File: config.mk
export PLATFORM = sky130hd
export DESIGN_NAME = dmth_ctrl
export DESIGN_NICKNAME = d
export VERILOG_FILES = /design/src/dmth_pkg.sv /design/src/dmth_ctrl.sv
export SDC_FILE = /design/constraint.sdc
export NUM_CORES = 1
export LEC_CHECK = 0
export BUFFER_PORTS_ARGS = -buffer_cell sky130_fd_sc_hd__buf_2
export CAP_MARGIN = 10
export CORE_AREA = 2 2 39 41
export DETAILED_ROUTE_END_ITERATION = 6
export DIE_AREA = 0 0 41 43
export HOLD_SLACK_MARGIN = 0.06
export PLACE_DENSITY = 0.49
export SYNTH_ARGS = -nofsm -noshare
export SYNTH_HDL_FRONTEND = slang
export SYNTH_SLANG_ARGS = --single-unit
File: constraint.sdc
create_clock -name clk -period 1.15 [get_ports clk]
set_input_delay 0 -clock clk [delete_from_list [all_inputs] [get_ports clk]]
set_output_delay 0 -clock clk [all_outputs]
set_load 0.1 [all_outputs]
File: src/dmth_pkg.sv
// ============================================================================
// dmth_pkg: shared definitions for the traceback hash unit
// Field widths, codes, constants and the controller/datapath handshake types.
// ============================================================================
`default_nettype none

package dmth_pkg;

    localparam int ROW_W     = 5;
    localparam int COL_W     = 5;
    localparam int SCORE_W   = 32;
    localparam int HASH_W    = 32;
    localparam int CFG_W     = 6;
    localparam int CFG_IDX_W = 1;

    localparam int DEF_MAX_ROWS = 32;
    localparam int DEF_MAX_COLS = 32;

    localparam logic [HASH_W-1:0]         HASH_SEED = 32'd5381;
    localparam logic signed [SCORE_W-1:0] SCORE_MIN = 32'sh8000_0000;
    localparam logic [CFG_W-1:0]          CFG_SIZE_RST = 6'd32;

    // Configuration register indexes.
    localparam logic [CFG_IDX_W-1:0] REG_ROWS = 1'b0;
    localparam logic [CFG_IDX_W-1:0] REG_COLS = 1'b1;

    // Input commands.
    localparam logic CMD_LOAD = 1'b0;
    localparam logic CMD_RUN  = 1'b1;

    // Cell selector: the current cell or one of its three neighbors.
    typedef logic [1:0] nb_t;
    localparam nb_t NB_CUR  = 2'd0;
    localparam nb_t NB_DIAG = 2'd1;
    localparam nb_t NB_UP   = 2'd2;
    localparam nb_t NB_LEFT = 2'd3;

    typedef struct packed {
        logic init;
        logic load_wr;
        logic rd_en;
        nb_t  rd_sel;
        logic cap_cur;
        logic best_clr;
        logic cmp_en;
        nb_t  cmp_sel;
        logic emit;
    } dmth_cmd_t;

    typedef struct packed {
        logic size_ok;
        logic out_free;
        logic moved;
    } dmth_sts_t;

    typedef struct packed {
        logic [ROW_W-1:0]          path_row;
        logic [COL_W-1:0]          path_col;
        logic signed [SCORE_W-1:0] path_score;
        logic [HASH_W-1:0]         running_hash;
        logic                      last;
    } dmth_result_t;

endpackage

`default_nettype wire

File: src/dmth_ctrl.sv
// ============================================================================
// dmth_ctrl: traceback sequencer
// Steps the datapath through current-cell fetch, three neighbor reads and
// the emission of one path cell at a time.
// ============================================================================
`default_nettype none

module dmth_ctrl
    import dmth_pkg::*;
(
    input  wire logic      clk,
    input  wire logic      rst_n,
    input  wire logic      in_valid,
    input  wire logic      in_command,
    output logic           in_ready,
    input  wire dmth_sts_t sts,
    output dmth_cmd_t      cmd
);

    localparam logic [2:0] S_IDLE     = 3'd0;
    localparam logic [2:0] S_CUR_RD   = 3'd1;
    localparam logic [2:0] S_CUR_CAP  = 3'd2;
    localparam logic [2:0] S_DIAG_RD  = 3'd3;
    localparam logic [2:0] S_UP_RD    = 3'd4;
    localparam logic [2:0] S_LEFT_RD  = 3'd5;
    localparam logic [2:0] S_LEFT_CMP = 3'd6;
    localparam logic [2:0] S_EMIT     = 3'd7;

    logic [2:0] state_reg;
    logic [2:0] state_next;
    logic       accept;

    assign in_ready = (state_reg == S_IDLE);
    assign accept   = in_valid && in_ready;

    always_comb
    begin
        state_next = state_reg;
        cmd        = '0;
        unique case (state_reg)
            S_IDLE:
            begin
                if (accept)
                begin
                    if (in_command == CMD_LOAD)
                    begin
                        cmd.load_wr = 1'b1;
                    end
                    else if (sts.size_ok)
                    begin
                        cmd.init   = 1'b1;
                        state_next = S_CUR_RD;
                    end
                end
            end
            S_CUR_RD:
            begin
                cmd.rd_en  = 1'b1;
                cmd.rd_sel = NB_CUR;
                state_next = S_CUR_CAP;
            end
            S_CUR_CAP:
            begin
                cmd.cap_cur = 1'b1;
                state_next  = S_DIAG_RD;
            end
            S_DIAG_RD:
            begin
                cmd.best_clr = 1'b1;
                cmd.rd_en    = 1'b1;
                cmd.rd_sel   = NB_DIAG;
                state_next   = S_UP_RD;
            end
            S_UP_RD:
            begin
                cmd.cmp_en  = 1'b1;
                cmd.cmp_sel = NB_DIAG;
                cmd.rd_en   = 1'b1;
                cmd.rd_sel  = NB_UP;
                state_next  = S_LEFT_RD;
            end
            S_LEFT_RD:
            begin
                cmd.cmp_en  = 1'b1;
                cmd.cmp_sel = NB_UP;
                cmd.rd_en   = 1'b1;
                cmd.rd_sel  = NB_LEFT;
                state_next  = S_LEFT_CMP;
            end
            S_LEFT_CMP:
            begin
                cmd.cmp_en  = 1'b1;
                cmd.cmp_sel = NB_LEFT;
                state_next  = S_EMIT;
            end
            S_EMIT:
            begin
                if (sts.out_free)
                begin
                    cmd.emit   = 1'b1;
                    state_next = sts.moved ? S_DIAG_RD : S_IDLE;
                end
            end
            default:
            begin
                state_next = S_IDLE;
            end
        endcase
    end

    always_ff @(posedge clk or negedge rst_n)
    begin
        if (!rst_n)
        begin
            state_reg <= S_IDLE;
        end
        else
        begin
            state_reg <= state_next;
        end
    end

    // No memory read may be issued while new items are being taken.
    a_no_read_when_ready: assert property (@(posedge clk) disable iff (!rst_n)
        !(in_ready && cmd.rd_en))
        else $error("memory read issued while accepting items");

    // A result is only produced when the output register can take it.
    a_emit_has_room: assert property (@(posedge clk) disable iff (!rst_n)
        cmd.emit |-> sts.out_free)
        else $error("result emitted over a pending result");

    // The final cell of a walk hands control back to the input side.
    a_last_returns_idle: assert property (@(posedge clk) disable iff (!rst_n)
        (cmd.emit && !sts.moved) |=> in_ready)
        else $error("walk did not end after its final cell");

endmodule

`default_nettype wire

==> impl_metrics.py <==
metrics = {
    "outcome": {
        "status": "complete, but fails checks",
        "failed_checks": "negative setup slack",
    },
    "placed_design": {
        "io_buffers": 18,
        "place_hpwl_um": 576,
        "placedCellCount": 71,
        "gp_congestion": 0.737,
        "placed_cell_area_sq_um": 649,
    },
    "finish": {
        "final_cell_mix": "buf_12, buf_6, buf_2, buf_4",
        "antennaDiodeCount": 0,
        "stdcell_area_sq_um": 791,
        "fill_cells": 120,
        "drive_gt1_share_pct": 80.3,
        "final_cells": 82,
        "final_common_cell": "buf_12",
        "area_growth_pct": 193,
        "nets": 74,
        "largest_reg_flops": 3,
    },
    "sta": {
        "rsz0062_at_grt": "yes",
        "fin_ws_ns": -0.167,
        "finalCritPeriodShare_pct": 115,
        "tightest_slew_ns": 0.257,
        "hold_viol_final": 0,
        "fin_worst_skew_ns": 0.00205,
        "setup_tns_ns": -1.44,
        "whs_ns": 0.0901,
        "slew_headroom_pct": 82.7,
        "slew_violations": 0,
        "min_period_ns": 1.32,
        "timing.fmax_mhz": 759,
        "finalSetupViolations": 12,
    },
    "synthesis": {
        "synth_cell_types": 22,
        "seq_area_frac_synth_pct": 27.8,
        "syn_inst": 33,
        "yosysWarningCount": 0,
        "netlist_area_sq_um": 270,
        "syn_avg_cell_area_sq_um": 8.19,
        "syn_nets": 40,
        "ys_ff_latch": 3,
    },
    "die": {
        "die-area_sq_mm": 0.00176,
        "core_sq_mm": 0.00138,
        "ioPinCount": 19,
        "num_rows": 14,
        "dieHeight_um": 43,
        "initial_core_util_pct": 19.5,
        "die_w_um": 41,
    },
    "setup_path": {
        "crit_slowest_cell": "dfrtp_2",
        "slowest_delay_ns": 0.47,
        "cp-end-kind": "primary output",
        "path_class": "reg2out",
        "crit_buf_inv": 3,
        "worstPathMaxFanout": 7,
        "cp.arrival_ns": 1.32,
        "path_delay_family": "flip-flops",
        "cp.required_ns": 1.15,
        "cp_cell_sequence": "buf_4 > buf_6 > and2_2 > buf_12",
        "cp-start-kind": "flip-flop",
    },
    "cts": {
        "htreeDepth": 1,
        "cts-root-buf": "clkbuf_4",
        "clk_pin_slew_ns": 0.04,
        "insertion_delay_ns": 0.23,
        "cts_tree": "done",
        "clk_path_buf_depth": 2,
        "cts_buffers": 3,
        "cts_sinks": 3,
    },
    "global_routing": {
        "grt_pass1_vias": 355,
        "grt_max_degree": 9,
        "grt-ovfl-total": 0,
        "antenna_found_initial": 0,
        "use_met1_pct": 15.3,
        "met3_usage_pct": 5.24,
        "use_met2_pct": 19.4,
        "track_usage_pct": 13.5,
        "grt_pass1_wl_um": 1540,
        "grt-busiest-layer": "met2",
    },
    "route": {
        "vias_per_cell": 4.27,
        "vias": 350,
        "drt_iter0_drc": 0,
        "drt-pass1-iter-count": 1,
        "drcViolationCount": 0,
        "ant_nets": 0,
        "wl_per_cell_um": 10.3,
        "routed_wl_um": 842,
    },
    "job": {
        "drv_cap": 0,
    },
    "min_path": {
        "hold_path.class": "in2async",
    },
}
## logic make-up after synthesis
| kind of cell | after synthesis | synth area share (%) |
|---|---|---|
| XOR/XNOR | 2 | 6.48 |
| flip-flops | 3 | 27.8 |
| AO/OA/AOI/OAI | 5 | 11.1 |
| AND/OR/NAND/NOR | 19 | 42.1 |
| buffers and inverters | 4 | 12.5 |
## metal layers
layer	part of all wire, %	routed length [um]
met1	35	297
met2	57	483
met3	4.9	41
met4	2.3	19
met5	0	0
## path summary, 6_finish.rpt
check                              from      endpoint  slack [ns]  depth (start not counted)
min in group clk                 sts[1]  state_reg[2]        0.11                          4
setup reg to reg           state_reg[2]  state_reg[0]        0.06                          4
setup / recovery           state_reg[2]        cmd[3]       -0.17                          4
hold / removal                    rst_n  state_reg[1]        0.09                          2
max in group asynchronous         rst_n  state_reg[2]        0.94                          2
hold reg to reg            state_reg[0]  state_reg[1]        0.76                          3
## through the flow
step / worst slack [ns] / utilization, %
2_1_floorplan: -0.702 / -
3_3_place_gp: -0.00194 / 46.9
3_5_place_dp: 0.00993 / 46.9
4_1_cts: -0.174 / 56.1
5_1_grt: -0.209 / 57.1
6_report: -0.167 / 57.1
## area by class of cell
class | instances | area (sq um) | area share (%)
Tap cell | 16 | 20.0 | 2.53
Inverter | 1 | 3.75 | 0.475
Clock buffer | 4 | 26.3 | 3.32
Multi-Input combinational cell | 26 | 258 | 32.6
Timing Repair Buffer | 32 | 404 | 51.1
Sequential cell | 3 | 78.8 | 9.97
## repair_timing
action / in CTS / in global routing
gates resized for setup: 17 / 4
setup endpoints to repair: 12 / 15
pin swaps: 9 / 3
hold buffers: 1 / 0
buffers inserted: 5 / 3
hold endpoints to repair: 3 / 0
gates cloned: 0 / 0
## cells in the mapped netlist
| cell type | number | area, sq um |
|---|---|---|
| nor3b_1 | 1 | 7.51 |
| and2b_1 | 1 | 7.51 |
| buf_6 | 2 | 22.5 |
| and2_1 | 2 | 12.5 |
| buf_4 | 1 | 7.51 |
| and3b_1 | 1 | 8.76 |
| nand2_2 | 1 | 6.26 |
| o21bai_1 | 1 | 7.51 |
| nand2_1 | 1 | 3.75 |
| nor3_2 | 1 | 10.0 |
| nor4_2 | 1 | 12.5 |
| a21oi_1 | 2 | 10.0 |
| dfrtp_1 | 3 | 75.1 |
| o211ai_1 | 1 | 7.51 |
| nand3_1 | 2 | 10.0 |
| nor2b_1 | 1 | 6.26 |
| nand2b_1 | 1 | 6.26 |
| xnor2_1 | 1 | 8.76 |
| xor2_1 | 1 | 8.76 |
| inv_1 | 1 | 3.75 |
| o21ai_0 | 1 | 5.00 |
| nor2_1 | 6 | 22.5 |
## worst reg2reg max path, cell delays in order, from the launching register on
cell,delay [ns]
dfrtp_2,0.47
buf_6,0.17
buf_6,0.12
o21ai_2,0.11
o211ai_1,0.09
Power is left out: the tool's default activity adds up to more than one toggle a clock period on the data nets, which glitch-free logic cannot reach.
